[config.mk]
export PLATFORM = sky130hd
export DESIGN_NAME = maze_wall_follower_loop_erase
export DESIGN_NICKNAME = d
export VERILOG_FILES = /design/src/hw/rtl/mwf_pkg.sv /design/src/hw/rtl/maze_wall_follower_loop_erase.sv /design/src/hw/rtl/mwf_ctrl.sv /design/src/hw/rtl/mwf_dp.sv
export SDC_FILE = /design/constraint.sdc
export NUM_CORES = 2
export LEC_CHECK = 0
export BUFFER_PORTS_ARGS = -buffer_cell sky130_fd_sc_hd__buf_2
export CORE_UTILIZATION = 35
export CTS_CLUSTER_DIAMETER = 60
export DETAILED_ROUTE_END_ITERATION = 16
export PLACE_DENSITY_LB_ADDON = 0.12
export SLEW_MARGIN = 25
export SYNTH_ARGS = -nofsm -noshare
export SYNTH_HDL_FRONTEND = slang
export SYNTH_SLANG_ARGS = --single-unit
[constraint.sdc]
create_clock -name clk -period 9.3 [get_ports clk]
set_clock_uncertainty 0.15 [all_clocks]
set_input_delay 0 -clock clk [delete_from_list [all_inputs] [get_ports clk]]
set_output_delay 0 -clock clk [all_outputs]
set_load 0.02 [all_outputs]
[src/hw/rtl/mwf_pkg.sv]
// Shared constants, types and command/status bundles for the maze wall follower.
`timescale 1ns / 1ps

package mwf_pkg;

    // Maze geometry
    localparam int MAZE_DIM = 8;
    localparam int COORD_W  = $clog2(MAZE_DIM);
    localparam int CELL_W   = 2 * COORD_W;

    // Path store sizing
    localparam int PATH_DEPTH  = 256;
    localparam int PATH_AW     = $clog2(PATH_DEPTH);
    localparam int LEN_W       = $clog2(PATH_DEPTH + 1);
    localparam int MAX_RESULTS = 64;
    localparam int CNT_W       = $clog2(MAX_RESULTS + 1);

    // Stream payload widths
    localparam int IN_DATA_W  = 16;
    localparam int OUT_DATA_W = 8;
    localparam int HEAD_W     = 2;

    // Input tdata bit offsets, lowest field first
    localparam int IN_CELL_X_LSB  = 0;
    localparam int IN_CELL_Y_LSB  = IN_CELL_X_LSB + COORD_W;
    localparam int IN_WALL_BIT    = IN_CELL_Y_LSB + COORD_W;
    localparam int IN_START_X_LSB = IN_WALL_BIT + 1;
    localparam int IN_START_Y_LSB = IN_START_X_LSB + COORD_W;
    localparam int IN_HEAD_LSB    = IN_START_Y_LSB + COORD_W;

    // Headings
    localparam logic [HEAD_W-1:0] HEAD_UP    = 2'd0;
    localparam logic [HEAD_W-1:0] HEAD_RIGHT = 2'd1;
    localparam logic [HEAD_W-1:0] HEAD_DOWN  = 2'd2;
    localparam logic [HEAD_W-1:0] HEAD_LEFT  = 2'd3;

    // Input item kinds carried on tuser
    localparam logic MODE_LOAD = 1'b0;
    localparam logic MODE_RUN  = 1'b1;

    typedef enum logic [1:0] {
        STATUS_OK       = 2'd0,
        STATUS_OVERFLOW = 2'd1,
        STATUS_ENCLOSED = 2'd2
    } status_t;

    typedef enum logic [3:0] {
        ST_IDLE,
        ST_RUN_FIRST,
        ST_RUN_REC,
        ST_PROBE,
        ST_SCAN_RD,
        ST_SCAN_LU,
        ST_SCAN_NX,
        ST_OUT_RD,
        ST_OUT_LU,
        ST_OUT_WR,
        ST_FAIL_OVF,
        ST_FAIL_ENC
    } state_t;

    // Controller to datapath commands
    typedef struct packed {
        logic    load_wall;
        logic    start_run;
        logic    record;
        logic    step;
        logic    turn_right;
        logic    turn_left;
        logic    erase_init;
        logic    rd_path;
        logic    rd_last;
        logic    advance;
        logic    out_load;
        logic    out_fail;
        status_t out_status;
    } cmd_t;

    // Datapath to controller status
    typedef struct packed {
        logic full;
        logic interior;
        logic blocked;
        logic tries_max;
        logic scan_done;
        logic cnt_max;
        logic out_free;
        logic last_cell;
    } stat_t;

endpackage

[src/hw/rtl/maze_wall_follower_loop_erase.sv]
// Top level: right-hand wall follower with loop erasure on stream interfaces.
// Loads are accepted back to back while idle. A run records the start cell and steps,
// then per walk step records a cell and makes one to four wall probes (one wall probe
// per cycle); it then counts the surviving cells (read, look up, advance per cell) and
// emits them (read, look up, write per cell), stalled by output back-pressure; one run is in flight at a time.
// Reset (async, active low) clears the wall store, controller and output valid.
`timescale 1ns / 1ps

module maze_wall_follower_loop_erase (
    input  logic                           clk,
    input  logic                           rst_n,
    input  logic                           s_axis_tvalid,
    output logic                           s_axis_tready,
    // cell_x[2:0], cell_y[5:3], cell_wall[6], start_x[9:7], start_y[12:10],
    // start_heading[14:13], zero fill[15]
    input  logic [mwf_pkg::IN_DATA_W-1:0]  s_axis_tdata,
    // mode[0]
    input  logic                           s_axis_tuser,
    output logic                           m_axis_tvalid,
    input  logic                           m_axis_tready,
    // path_x[2:0], path_y[5:3], zero fill[7:6]
    output logic [mwf_pkg::OUT_DATA_W-1:0] m_axis_tdata,
    output logic                           m_axis_tlast,
    // status[1:0]
    output logic [1:0]                     m_axis_tuser
);

    mwf_pkg::cmd_t  cmd;
    mwf_pkg::stat_t stat;

    // Sequencer
    mwf_ctrl u_ctrl (
        .clk           (clk),
        .rst_n         (rst_n),
        .s_axis_tvalid (s_axis_tvalid),
        .s_axis_tready (s_axis_tready),
        .mode          (s_axis_tuser),
        .stat          (stat),
        .cmd           (cmd)
    );

    // Storage and arithmetic
    mwf_dp u_dp (
        .clk           (clk),
        .rst_n         (rst_n),
        .s_axis_tdata  (s_axis_tdata),
        .cmd           (cmd),
        .stat          (stat),
        .m_axis_tvalid (m_axis_tvalid),
        .m_axis_tready (m_axis_tready),
        .m_axis_tdata  (m_axis_tdata),
        .m_axis_tlast  (m_axis_tlast),
        .m_axis_tuser  (m_axis_tuser)
    );

endmodule

[src/hw/rtl/mwf_ctrl.sv]
// Sequencing state machine for loading, walking, loop erasure and emission.
`timescale 1ns / 1ps

module mwf_ctrl (
    input  logic           clk,
    input  logic           rst_n,
    input  logic           s_axis_tvalid,
    output logic           s_axis_tready,
    input  logic           mode,
    input  mwf_pkg::stat_t stat,
    output mwf_pkg::cmd_t  cmd
);

    mwf_pkg::state_t state_reg;
    mwf_pkg::state_t state_next;

    // State register
    always_ff @(posedge clk or negedge rst_n)
    begin
        if (!rst_n)
        begin
            state_reg <= mwf_pkg::ST_IDLE;
        end
        else
        begin
            state_reg <= state_next;
        end
    end

    // Next state
    always_comb
    begin
        state_next = state_reg;
        unique case (state_reg)
            mwf_pkg::ST_IDLE:
            begin
                if (s_axis_tvalid && (mode == mwf_pkg::MODE_RUN))
                begin
                    state_next = mwf_pkg::ST_RUN_FIRST;
                end
            end
            mwf_pkg::ST_RUN_FIRST:
            begin
                state_next = mwf_pkg::ST_RUN_REC;
            end
            mwf_pkg::ST_RUN_REC:
            begin
                priority if (stat.full)
                begin
                    state_next = mwf_pkg::ST_FAIL_OVF;
                end
                else if (stat.interior)
                begin
                    state_next = mwf_pkg::ST_PROBE;
                end
                else
                begin
                    state_next = mwf_pkg::ST_SCAN_RD;
                end
            end
            mwf_pkg::ST_PROBE:
            begin
                priority if (!stat.blocked)
                begin
                    state_next = mwf_pkg::ST_RUN_REC;
                end
                else if (stat.tries_max)
                begin
                    state_next = mwf_pkg::ST_FAIL_ENC;
                end
                else
                begin
                    state_next = mwf_pkg::ST_PROBE;
                end
            end
            mwf_pkg::ST_SCAN_RD:
            begin
                state_next = stat.scan_done ? mwf_pkg::ST_OUT_RD : mwf_pkg::ST_SCAN_LU;
            end
            mwf_pkg::ST_SCAN_LU:
            begin
                state_next = mwf_pkg::ST_SCAN_NX;
            end
            mwf_pkg::ST_SCAN_NX:
            begin
                state_next = stat.cnt_max ? mwf_pkg::ST_FAIL_OVF : mwf_pkg::ST_SCAN_RD;
            end
            mwf_pkg::ST_OUT_RD:
            begin
                state_next = mwf_pkg::ST_OUT_LU;
            end
            mwf_pkg::ST_OUT_LU:
            begin
                state_next = mwf_pkg::ST_OUT_WR;
            end
            mwf_pkg::ST_OUT_WR:
            begin
                if (stat.out_free)
                begin
                    state_next = stat.last_cell ? mwf_pkg::ST_IDLE : mwf_pkg::ST_OUT_RD;
                end
            end
            mwf_pkg::ST_FAIL_OVF,
            mwf_pkg::ST_FAIL_ENC:
            begin
                if (stat.out_free)
                begin
                    state_next = mwf_pkg::ST_IDLE;
                end
            end
            default:
            begin
                state_next = mwf_pkg::ST_IDLE;
            end
        endcase
    end

    // Commands to the datapath
    always_comb
    begin
        cmd            = '0;
        cmd.out_status = mwf_pkg::STATUS_OK;
        s_axis_tready  = 1'b0;
        unique case (state_reg)
            mwf_pkg::ST_IDLE:
            begin
                s_axis_tready = 1'b1;
                cmd.load_wall = s_axis_tvalid && (mode == mwf_pkg::MODE_LOAD);
                cmd.start_run = s_axis_tvalid && (mode == mwf_pkg::MODE_RUN);
            end
            mwf_pkg::ST_RUN_FIRST:
            begin
                cmd.record = 1'b1;
                cmd.step   = 1'b1;
            end
            mwf_pkg::ST_RUN_REC:
            begin
                cmd.record     = !stat.full;
                cmd.turn_right = !stat.full && stat.interior;
                cmd.erase_init = !stat.full && !stat.interior;
            end
            mwf_pkg::ST_PROBE:
            begin
                cmd.step      = !stat.blocked;
                cmd.turn_left = stat.blocked && !stat.tries_max;
            end
            mwf_pkg::ST_SCAN_RD:
            begin
                cmd.rd_path    = !stat.scan_done;
                cmd.erase_init = stat.scan_done;
            end
            mwf_pkg::ST_SCAN_LU,
            mwf_pkg::ST_OUT_LU:
            begin
                cmd.rd_last = 1'b1;
            end
            mwf_pkg::ST_SCAN_NX:
            begin
                cmd.advance = !stat.cnt_max;
            end
            mwf_pkg::ST_OUT_RD:
            begin
                cmd.rd_path = 1'b1;
            end
            mwf_pkg::ST_OUT_WR:
            begin
                cmd.out_load = stat.out_free;
                cmd.advance  = stat.out_free;
            end
            mwf_pkg::ST_FAIL_OVF:
            begin
                cmd.out_load   = stat.out_free;
                cmd.out_fail   = 1'b1;
                cmd.out_status = mwf_pkg::STATUS_OVERFLOW;
            end
            mwf_pkg::ST_FAIL_ENC:
            begin
                cmd.out_load   = stat.out_free;
                cmd.out_fail   = 1'b1;
                cmd.out_status = mwf_pkg::STATUS_ENCLOSED;
            end
            default:
            begin
                cmd = '0;
            end
        endcase
    end

    // A probe only ever happens from an interior cell
    a_probe_interior: assert property (@(posedge clk) disable iff (!rst_n)
        (state_reg == mwf_pkg::ST_PROBE) |-> stat.interior)
        else $error("probe issued outside the interior");

    // Input is taken only while idle
    a_ready_idle: assert property (@(posedge clk) disable iff (!rst_n)
        s_axis_tready |-> (state_reg == mwf_pkg::ST_IDLE))
        else $error("input ready outside idle");

    // Never turn both ways in one cycle
    a_one_turn: assert property (@(posedge clk) disable iff (!rst_n)
        !(cmd.turn_right && cmd.turn_left))
        else $error("right and left turn together");

endmodule

[src/hw/rtl/mwf_dp.sv]
// Datapath: wall store, walker, path store, last-visit table and output register.
`timescale 1ns / 1ps

module mwf_dp (
    input  logic                             clk,
    input  logic                             rst_n,
    input  logic [mwf_pkg::IN_DATA_W-1:0]    s_axis_tdata,
    input  mwf_pkg::cmd_t                    cmd,
    output mwf_pkg::stat_t                   stat,
    output logic                             m_axis_tvalid,
    input  logic                             m_axis_tready,
    output logic [mwf_pkg::OUT_DATA_W-1:0]   m_axis_tdata,
    output logic                             m_axis_tlast,
    output logic [1:0]                       m_axis_tuser
);

    localparam int CW = mwf_pkg::COORD_W;
    localparam int HW = mwf_pkg::HEAD_W;
    localparam int EW = mwf_pkg::CELL_W;
    localparam int AW = mwf_pkg::PATH_AW;
    localparam int LW = mwf_pkg::LEN_W;
    localparam int NW = mwf_pkg::CNT_W;
    localparam logic [CW-1:0] COORD_MAX = CW'(mwf_pkg::MAZE_DIM - 1);

    // Input field slices
    logic [CW-1:0] in_cell_x;
    logic [CW-1:0] in_cell_y;
    logic          in_cell_wall;
    logic [CW-1:0] in_start_x;
    logic [CW-1:0] in_start_y;
    logic [HW-1:0] in_heading;

    assign in_cell_x    = s_axis_tdata[mwf_pkg::IN_CELL_X_LSB +: CW];
    assign in_cell_y    = s_axis_tdata[mwf_pkg::IN_CELL_Y_LSB +: CW];
    assign in_cell_wall = s_axis_tdata[mwf_pkg::IN_WALL_BIT];
    assign in_start_x   = s_axis_tdata[mwf_pkg::IN_START_X_LSB +: CW];
    assign in_start_y   = s_axis_tdata[mwf_pkg::IN_START_Y_LSB +: CW];
    assign in_heading   = s_axis_tdata[mwf_pkg::IN_HEAD_LSB +: HW];

    // One step along a heading, wrapping at the grid edge
    function automatic logic [CW-1:0] step_x(input logic [CW-1:0] x, input logic [HW-1:0] h);
        logic [CW-1:0] r;
        r = x;
        if (h == mwf_pkg::HEAD_RIGHT)
        begin
            r = (x == COORD_MAX) ? '0 : x + CW'(1);
        end
        else if (h == mwf_pkg::HEAD_LEFT)
        begin
            r = (x == '0) ? COORD_MAX : x - CW'(1);
        end
        return r;
    endfunction

    function automatic logic [CW-1:0] step_y(input logic [CW-1:0] y, input logic [HW-1:0] h);
        logic [CW-1:0] r;
        r = y;
        if (h == mwf_pkg::HEAD_DOWN)
        begin
            r = (y == COORD_MAX) ? '0 : y + CW'(1);
        end
        else if (h == mwf_pkg::HEAD_UP)
        begin
            r = (y == '0) ? COORD_MAX : y - CW'(1);
        end
        return r;
    endfunction

    logic [mwf_pkg::MAZE_DIM-1:0] walls_reg [mwf_pkg::MAZE_DIM];
    logic [CW-1:0]                walker_x_reg;
    logic [CW-1:0]                walker_y_reg;
    logic [HW-1:0]                heading_reg;
    logic [1:0]                   tries_reg;
    logic [LW-1:0]                len_reg;
    logic [LW-1:0]                p_reg;
    logic [NW-1:0]                cnt_reg;
    logic [EW-1:0]                path_mem [mwf_pkg::PATH_DEPTH];
    logic [AW-1:0]                last_mem [2**EW];
    logic [EW-1:0]                path_rdata_reg;
    logic [AW-1:0]                last_rdata_reg;
    logic                         out_valid_reg;
    logic [CW-1:0]                out_x_reg;
    logic [CW-1:0]                out_y_reg;
    logic                         out_last_reg;
    mwf_pkg::status_t             out_status_reg;

    logic [CW-1:0] probe_x;
    logic [CW-1:0] probe_y;
    logic [EW-1:0] cur_cell;
    logic [LW-1:0] p_next;
    logic          out_free;

    assign probe_x  = step_x(walker_x_reg, heading_reg);
    assign probe_y  = step_y(walker_y_reg, heading_reg);
    assign cur_cell = {walker_y_reg, walker_x_reg};
    assign p_next   = LW'(last_rdata_reg) + LW'(1);
    assign out_free = !out_valid_reg || m_axis_tready;

    // Status to the controller
    always_comb
    begin
        stat.full      = (len_reg == LW'(mwf_pkg::PATH_DEPTH));
        stat.interior  = (walker_x_reg != '0) && (walker_x_reg != COORD_MAX) &&
                         (walker_y_reg != '0) && (walker_y_reg != COORD_MAX);
        stat.blocked   = walls_reg[probe_y][probe_x];
        stat.tries_max = (tries_reg == 2'd3);
        stat.scan_done = (p_reg == len_reg);
        stat.cnt_max   = (cnt_reg == NW'(mwf_pkg::MAX_RESULTS));
        stat.out_free  = out_free;
        stat.last_cell = (p_next == len_reg);
    end

    // Wall store: one row of flops per maze row, cleared at reset
    always_ff @(posedge clk or negedge rst_n)
    begin
        if (!rst_n)
        begin
            for (int i = 0; i < mwf_pkg::MAZE_DIM; i++)
            begin
                walls_reg[i] <= '0;
            end
        end
        else if (cmd.load_wall)
        begin
            walls_reg[in_cell_y][in_cell_x] <= in_cell_wall;
        end
    end

    // Walker position and heading
    always_ff @(posedge clk)
    begin
        if (cmd.start_run)
        begin
            walker_x_reg <= in_start_x;
            walker_y_reg <= in_start_y;
            heading_reg  <= in_heading;
        end
        else
        begin
            if (cmd.step)
            begin
                walker_x_reg <= probe_x;
                walker_y_reg <= probe_y;
            end
            if (cmd.turn_right)
            begin
                heading_reg <= heading_reg + HW'(1);
            end
            else if (cmd.turn_left)
            begin
                heading_reg <= heading_reg - HW'(1);
            end
        end
        if (cmd.turn_right)
        begin
            tries_reg <= '0;
        end
        else if (cmd.turn_left)
        begin
            tries_reg <= tries_reg + 2'd1;
        end
    end

    // Path length, erase pointer and survivor count
    always_ff @(posedge clk or negedge rst_n)
    begin
        if (!rst_n)
        begin
            len_reg <= '0;
            p_reg   <= '0;
            cnt_reg <= '0;
        end
        else
        begin
            if (cmd.start_run)
            begin
                len_reg <= '0;
            end
            else if (cmd.record)
            begin
                len_reg <= len_reg + LW'(1);
            end
            if (cmd.start_run || cmd.erase_init)
            begin
                p_reg   <= '0;
                cnt_reg <= '0;
            end
            else if (cmd.advance)
            begin
                p_reg   <= p_next;
                cnt_reg <= cnt_reg + NW'(1);
            end
        end
    end

    // Path store
    always_ff @(posedge clk)
    begin
        if (cmd.record)
        begin
            path_mem[len_reg[AW-1:0]] <= cur_cell;
        end
        if (cmd.rd_path)
        begin
            path_rdata_reg <= path_mem[p_reg[AW-1:0]];
        end
    end

    // Last-visit table: latest path index of each cell in this run
    always_ff @(posedge clk)
    begin
        if (cmd.record)
        begin
            last_mem[cur_cell] <= len_reg[AW-1:0];
        end
        if (cmd.rd_last)
        begin
            last_rdata_reg <= last_mem[path_rdata_reg];
        end
    end

    // Output register
    always_ff @(posedge clk or negedge rst_n)
    begin
        if (!rst_n)
        begin
            out_valid_reg <= 1'b0;
        end
        else if (cmd.out_load)
        begin
            out_valid_reg <= 1'b1;
        end
        else if (m_axis_tready)
        begin
            out_valid_reg <= 1'b0;
        end
    end

    always_ff @(posedge clk)
    begin
        if (cmd.out_load)
        begin
            out_status_reg <= cmd.out_status;
            if (cmd.out_fail)
            begin
                out_x_reg    <= '0;
                out_y_reg    <= '0;
                out_last_reg <= 1'b1;
            end
            else
            begin
                out_x_reg    <= path_rdata_reg[CW-1:0];
                out_y_reg    <= path_rdata_reg[EW-1:CW];
                out_last_reg <= stat.last_cell;
            end
        end
    end

    assign m_axis_tvalid = out_valid_reg;
    assign m_axis_tdata  = {{(mwf_pkg::OUT_DATA_W - EW){1'b0}}, out_y_reg, out_x_reg};
    assign m_axis_tlast  = out_last_reg;
    assign m_axis_tuser  = out_status_reg;

    a_rec_room: assert property (@(posedge clk) disable iff (!rst_n)
        cmd.record |-> !stat.full)
        else $error("record into a full path store");

    a_out_room: assert property (@(posedge clk) disable iff (!rst_n)
        cmd.out_load |-> out_free)
        else $error("output register overwritten before it was taken");

    a_ptr_bound: assert property (@(posedge clk) disable iff (!rst_n)
        p_reg <= len_reg)
        else $error("erase pointer beyond path length");

    a_len_bound: assert property (@(posedge clk) disable iff (!rst_n)
        len_reg <= LW'(mwf_pkg::PATH_DEPTH))
        else $error("path length beyond store depth");

endmodule
# Yosys cells after proc, flatten, opt, wreduce, memory -nomap -nowiden
# Memory sizes are Yosys's and may differ from the RTL's. A register that Yosys moved wholly into a read port is not among the register bits.
# Cells that the tools add are included.
# classes
addsub,10
n_lt_le_gt_ge,6
eq_ne,26
muxes,58
bitwise_logic,3
reduce_logical,34
# ops
operator,count
64-bit bitwise mux,1
4-bit one-hot mux with 11 select lines,1
3-bit 2-to-1 mux,14
9-bit 2-to-1 mux,4
4-bit 2-to-1 mux,7
8-bit binary-select mux with 3-bit select,1
8-bit demux with 3-bit select,1
8-bit 2-to-1 mux,3
9-bit == test,2
4-bit by 3-bit == test with 1-bit output (second input constant),4
4-bit == test (second input constant),4
7-bit 2-to-1 mux,2
1-bit 2-to-1 mux,11
1-bit logical AND,10
2-bit 2-to-1 mux,5
1-bit one-hot mux with 2 select lines,5
8-bit by 1-bit adder with 9-bit output (second input constant),1
9-bit by 1-bit adder with 9-bit output (second input constant),1
9-bit == test (second input constant),1
3-bit nonzero test,3
4-bit by 2-bit == test with 1-bit output (second input constant),2
4-bit >= comparator (second input constant),2
3-bit by 4-bit < comparator with 1-bit output (second input constant),2
3-bit NOT with 4-bit output,2
other kinds (27),48
# totals
register_bits,113
mem_bits_rw,2048
inputBits,21
out_inout_bits,13
elab_cells,160
mem_count,2
# memory_table
memory,depth,width,rd,rd_clocked_by_memory_dff,wr,line,rtl
u_dp.path_mem,256,6,1,1,1,mwf_dp.sv:77,logic [EW-1:0] path_mem [mwf_pkg::PATH_DEPTH];
u_dp.last_mem,64,8,1,1,1,mwf_dp.sv:78,logic [AW-1:0] last_mem [2**EW];

# Longest topological paths before layout
# depth
ltp_word,15
mapped_depth,15
mapped_depth_nobuf,11

# Modules after synthesis
# Synthesis repeated with hierarchy kept, for this count alone.
# unflattened
cells_unflattened,4220
area_unflattened_um2,86508.0
# by_module_without_submodules
mod,n_inst,cells_per_inst,area_each_um2,seq_area_each_um2
mwf_dp,1,4147,86007.5,64722.1
mwf_ctrl,1,73,500.5,100.1

# Worst setup path after synthesis
# No wires, ideal clock.
# synth_timing
path_type,reg2reg
startpoint,reg u_dp.walker_y_reg[1]
endpoint,reg u_dp.heading_reg[0] (enable)
setup_ns,0.261
t_arrival_ns,6.508
t_required_ns,8.889
path_slack_ns,2.382
path_stages_with_launch,14
n_path_buf,2
synth_period_minus_slack_ns,6.918
path_cell_list,edfxtp_1 inv_1 ha_1 nor3b_1 a221oi_2 clkbuf_1 buf_2 a211oi_1 a22oi_1 a31oi_1 nand3_1 o2bb2ai_1 and3_1 or3_1
# synth_via
elab_chain_len,13
word_cells_on_any_way,23
classes_between,add/sub (2); eq/ne (2); mux (11); bitwise (1); reduce/logical (7)
# synth_lines
element,line,rtl
start: declaration,mwf_dp.sv:71,logic [CW-1:0] walker_y_reg;
start signal: assignment,mwf_dp.sv:135,walker_y_reg <= in_start_y;
start signal: assignment,mwf_dp.sv:143,walker_y_reg <= probe_y;
3-bit by 1-bit subtractor with 3-bit output / 3-bit logical NOT (equally long branches),mwf_dp.sv:64,r = (y == '0) ? COORD_MAX : y - CW'(1);
3-bit 2-to-1 mux,mwf_dp.sv:64,
3-bit 2-to-1 mux,mwf_dp.sv:62,else if (h == mwf_pkg::HEAD_UP)
3-bit 2-to-1 mux,mwf_dp.sv:58,if (h == mwf_pkg::HEAD_DOWN)
3-bit NOT with 4-bit output (implied by the code),mwf_dp.sv:105,stat.blocked = walls_reg[probe_y][probe_x];
8-bit binary-select mux with 3-bit select,mwf_dp.sv:105,
8-bit 2-to-1 mux (implied by the code) (2 in series),mwf_dp.sv:105,
1-bit binary-select mux with 3-bit select,mwf_dp.sv:105,
1-bit 2-to-1 mux (implied by the code),mwf_dp.sv:105,
1-bit logical AND,mwf_ctrl.sv:145,cmd.turn_left = stat.blocked && !stat.tries_max;
1-bit 2-to-1 mux,mwf_ctrl.sv:124,unique case (state_reg)
3-bit nonzero test (no line) (*),-,
end signal: assignment,mwf_dp.sv:136,heading_reg <= in_heading;
end signal: assignment,mwf_dp.sv:147,heading_reg <= heading_reg + HW'(1);
end signal: assignment,mwf_dp.sv:151,heading_reg <= heading_reg - HW'(1);
end: declaration,mwf_dp.sv:72,logic [HW-1:0] heading_reg;
# Mark *: on every way between the ends. The rest lies on a longest branch, timed or not. The select of a mux whose other input is x is not followed.
# A chain may end at the register's enable or synchronous reset.

# Final worst setup path
# layout_timing
startpoint,reg u_dp.len_reg[4]
endpoint,mem u_dp.path_mem[18][2] (netlist bit) (enable)
# layout_via
elab_chain_len,5
# layout_lines
element,line,rtl
start: declaration,mwf_dp.sv:74,logic [LW-1:0] len_reg;
start signal: assignment,mwf_dp.sv:181,len_reg <= len_reg + LW'(1);
9-bit == test,mwf_dp.sv:102,stat.full = (len_reg == LW'(mwf_pkg::PATH_DEPTH));
1-bit logical NOT,mwf_ctrl.sv:138,cmd.record = !stat.full;
1-bit one-hot mux with 2 select lines,mwf_ctrl.sv:124,
1-bit 2-to-1 mux,mwf_dp.sv:199,if (cmd.record)
1-bit 2-to-1 mux (implied by the code),mwf_dp.sv:201,path_mem[len_reg[AW-1:0]] <= cur_cell;
end: declaration,mwf_dp.sv:77,
# Parallel ways exist; a longest one is shown, timed or not.

==> run metrics <==
Async SR Flop Fraction=0.0432; Placer Congestion=0.737; multi-input logic area=20,200 µm²; max reg flops=1,536; Gate Count Post-Synth=3,991; Max transition margin=0.248; Post-synth EDFFs=approximately 2,100; end of the critical path=u_dp.path_mem[18][2]; synth warn=0; synth top area cells=edfxtp_1 (73%), mux4_2 (18%), dfrtp_1 (2.7%), nor2_1 (1.7%), mux2_2 (0.86%); Setup TNS Final=0 ps; starting DRC count in detailed routing=3,544; final wirelength=214 mm; GRT Total Usage=0.172; final hold slack=97.7 ps; hold crit path type=input port to asynchronous set/reset pin; Crit Path Max Fanout=73; detailed placement HPWL=approximately 120 mm; DR vias/cell=roughly 5.3; Filler cells=21,527; Worst R2R End=u_dp.path_mem[18][2]; Worst path depth=8; crit path buf inv count=1; drc violations=0; first-pass GRT wire length=308 mm; Startpoint Class=register; Synth Flop Type=edfxtp_1; Leak=29.9 nW; Setup CP Type=register to register; post-synth cell types=60; Initial Utilization=0.353; placed instance count=approximately 7,000; Avg Cell Area, Syn=between 20 and 25 µm²; Final Hold Viols=0; post-cts sizing count=0; area leader, netlist=edfxtp_1; grt ovf=0; Power Dens Cells=294 nW/µm²; crit-path leading delay family=simple AND/OR/NAND/NOR gates; R2R setup slack=4050 ps; Die ar.=248,000 µm²; placed inst area=about 90,000 µm²; vias=approximately 40,000; RSZ-0062 raised after global routing=no; fmax=190 MHz; CP max stage cell=nand2_2; WP data required=9620 ps; initial antenna violation count=13; Final Cell Area=98,000 µm²; status=finished, final reports clean; Crit path arrival time=5570 ps; Die Ht=between 400 and 500 µm; post-route antenna net violation count=0; Cell Area, Synth=around 86,000 µm²; Core Footprint=244,000 µm²; Nets=4,177; Initial DRT Pass Iterations=5; Seq/Total Area, Yosys=0.754; Die X=498 µm; largest net degree at the start of global routing=~210; CTS tree=built; Worst-Margin Slew=roughly 1100 ps; critical-path cell list=buf_4 > or4_1 > or4_4 > nand3_2 > o21a_1 > nor3_1 > nand2_2 > nor2_1; Worst VDD drop=0.000252 V; IO Port Bufs=30; crit path from=u_dp.len_reg[4]; Layout Area Growth over Synthesis=14.0%; Num CTS Buffers=around 230; CP max stage delay=820 ps; final setup fails=0; WL per Instance=28.4 µm; flops & latches, synth=2,175; clock latency on the worst-skew pair=850 ps; clock slew at reported path FFs=~60 ps; period utilization=0.565; Root Buffer=clkbuf_16; clk buf depth=3; Final min period=between 5000 and 6000 ps; vias in the first global route=41,619; max cap viols=0; fin cells=roughly 7,500; H-tree depth=4; pins over their slew limit=0; CP endpoint kind=register; Crit Reg-Reg Startpoint=u_dp.len_reg[4]; Yosys top cell area share=0.726; share of cells above drive strength 1=0.277; Site Rows=about 180; clock sinks=2,175; Worst R2R Path Depth=8; Register Area=64,900 µm²; io pins=34
-- power breakdown --
group          total (mW)  switching (mW)  internal (mW)
clock                9.15            3.87           5.28
sequential           12.5           0.265           12.2
combinational        7.20            4.50           2.70
total                28.8            8.64           20.2
-- routing by layer --
layer / wire length [µm] / track usage
met3: 10700 / 0.0271
met5: 0 / 0
met1: 99400 / 0.256
met2: 99900 / 0.266
met4: 3840 / 0.0371
-- cells by family after synthesis --
family	synth area share
AO/OA/AOI/OAI	0.00675
flip-flops	0.754
other	0.0000436
buffers and inverters	0.0126
adder cells (fa/ha/maj)	0.00291
XOR/XNOR	0.00367
AND/OR/NAND/NOR	0.0326
multiplexers	0.188
-- repair_timing --
action	4_1_cts	5_1_grt
setup endpoints to repair	0	0
hold buffers	59	0
setup buffers	0	0
hold endpoints to repair	206	0
-- how the worst min path moves through the flow --
stage,endpoint,start,slack (ps),depth (start not counted)
after floorplan,u_ctrl.state_reg[0],rst_n,-450,0
after global placement,u_dp.walls_reg[26],rst_n,-120,1
after detailed placement,u_dp.walls_reg[18],rst_n,-120,1
after CTS,u_dp.walls_reg[18],rst_n,40,4
after global routing,u_dp.walls_reg[26],rst_n,90,4
final,u_dp.walls_reg[26],rst_n,100,4
-- worst min-delay path, cell delays in order --
cell	delay (ps)
dlygate4sd3_1	520
dlygate4sd3_1	550
buf_4	170
buf_16	230
-- per-stage QoR --
step | util | total power [mW] | setup WS [ps]
3_3_place_gp | 0.369 | 20.0 | 4090
2_1_floorplan | - | 17.2 | 2380
4_1_cts | 0.402 | 29.3 | 3950
3_5_place_dp | 0.369 | 20.0 | 3980
6_report | 0.402 | 28.8 | 4050
5_1_grt | 0.402 | 30.0 | 3610
-- placed cells by master (no fill, tap or decap), types with 6 or more instances in the layout --
cell type and count:
nand2_2 12, mux4_2 681, dfrtp_2 8, nand4_1 12
clkbuf_1 53, clkinvlp_4 7, mux2i_1 8, nor3b_1 7
a32oi_1 6, bufinv_16 23, mux2_2 66, nor3_1 11
and3_1 12, dfrtp_1 80, and2_1 11, or3_1 11
nand3_1 25, a21oi_1 31, xor2_1 22, clkinv_1 55
buf_4 45, a211oi_1 7, nand2_1 125, xnor2_1 14
clkbuf_16 235, inv_1 14, ha_1 20, dlygate4sd3_1 58
o21ai_0 13, nor2b_1 9, edfxtp_1 2079, buf_2 28
dfrtp_4 6, clkinv_2 45, buf_12 12, nor2_1 397
-- final cells by class --
class / count / share of cell area
Multi-Input combinational cell: 1564 / 0.206
Inverter: 14 / 0.000536
Clock inverter: 143 / 0.0143
Antenna cell: 5 / 0.000128
Tap cell: 3202 / 0.0409
Clock buffer: 290 / 0.0623
Timing Repair Buffer: 149 / 0.0146
Sequential cell: 2175 / 0.661
-- synth_stat cells, types with 6 or more instances --
cell / number
nand3_1: 25
or3_1: 11
buf_4: 13
nor2b_1: 9
mux2_2: 66
o21ai_0: 13
ha_1: 20
a21oi_1: 31
buf_2: 56
nand2_1: 137
nand4_1: 12
edfxtp_1: 2079
mux2i_1: 8
a211oi_1: 7
and3_1: 12
a32oi_1: 6
clkbuf_1: 127
mux4_2: 681
dfrtp_1: 94
nor3b_1: 8
nor2_1: 398
inv_1: 14
xnor2_1: 14
xor2_1: 22
buf_1: 41
nor3_1: 11
and2_1: 11
(Power assumes the default switching activity.)
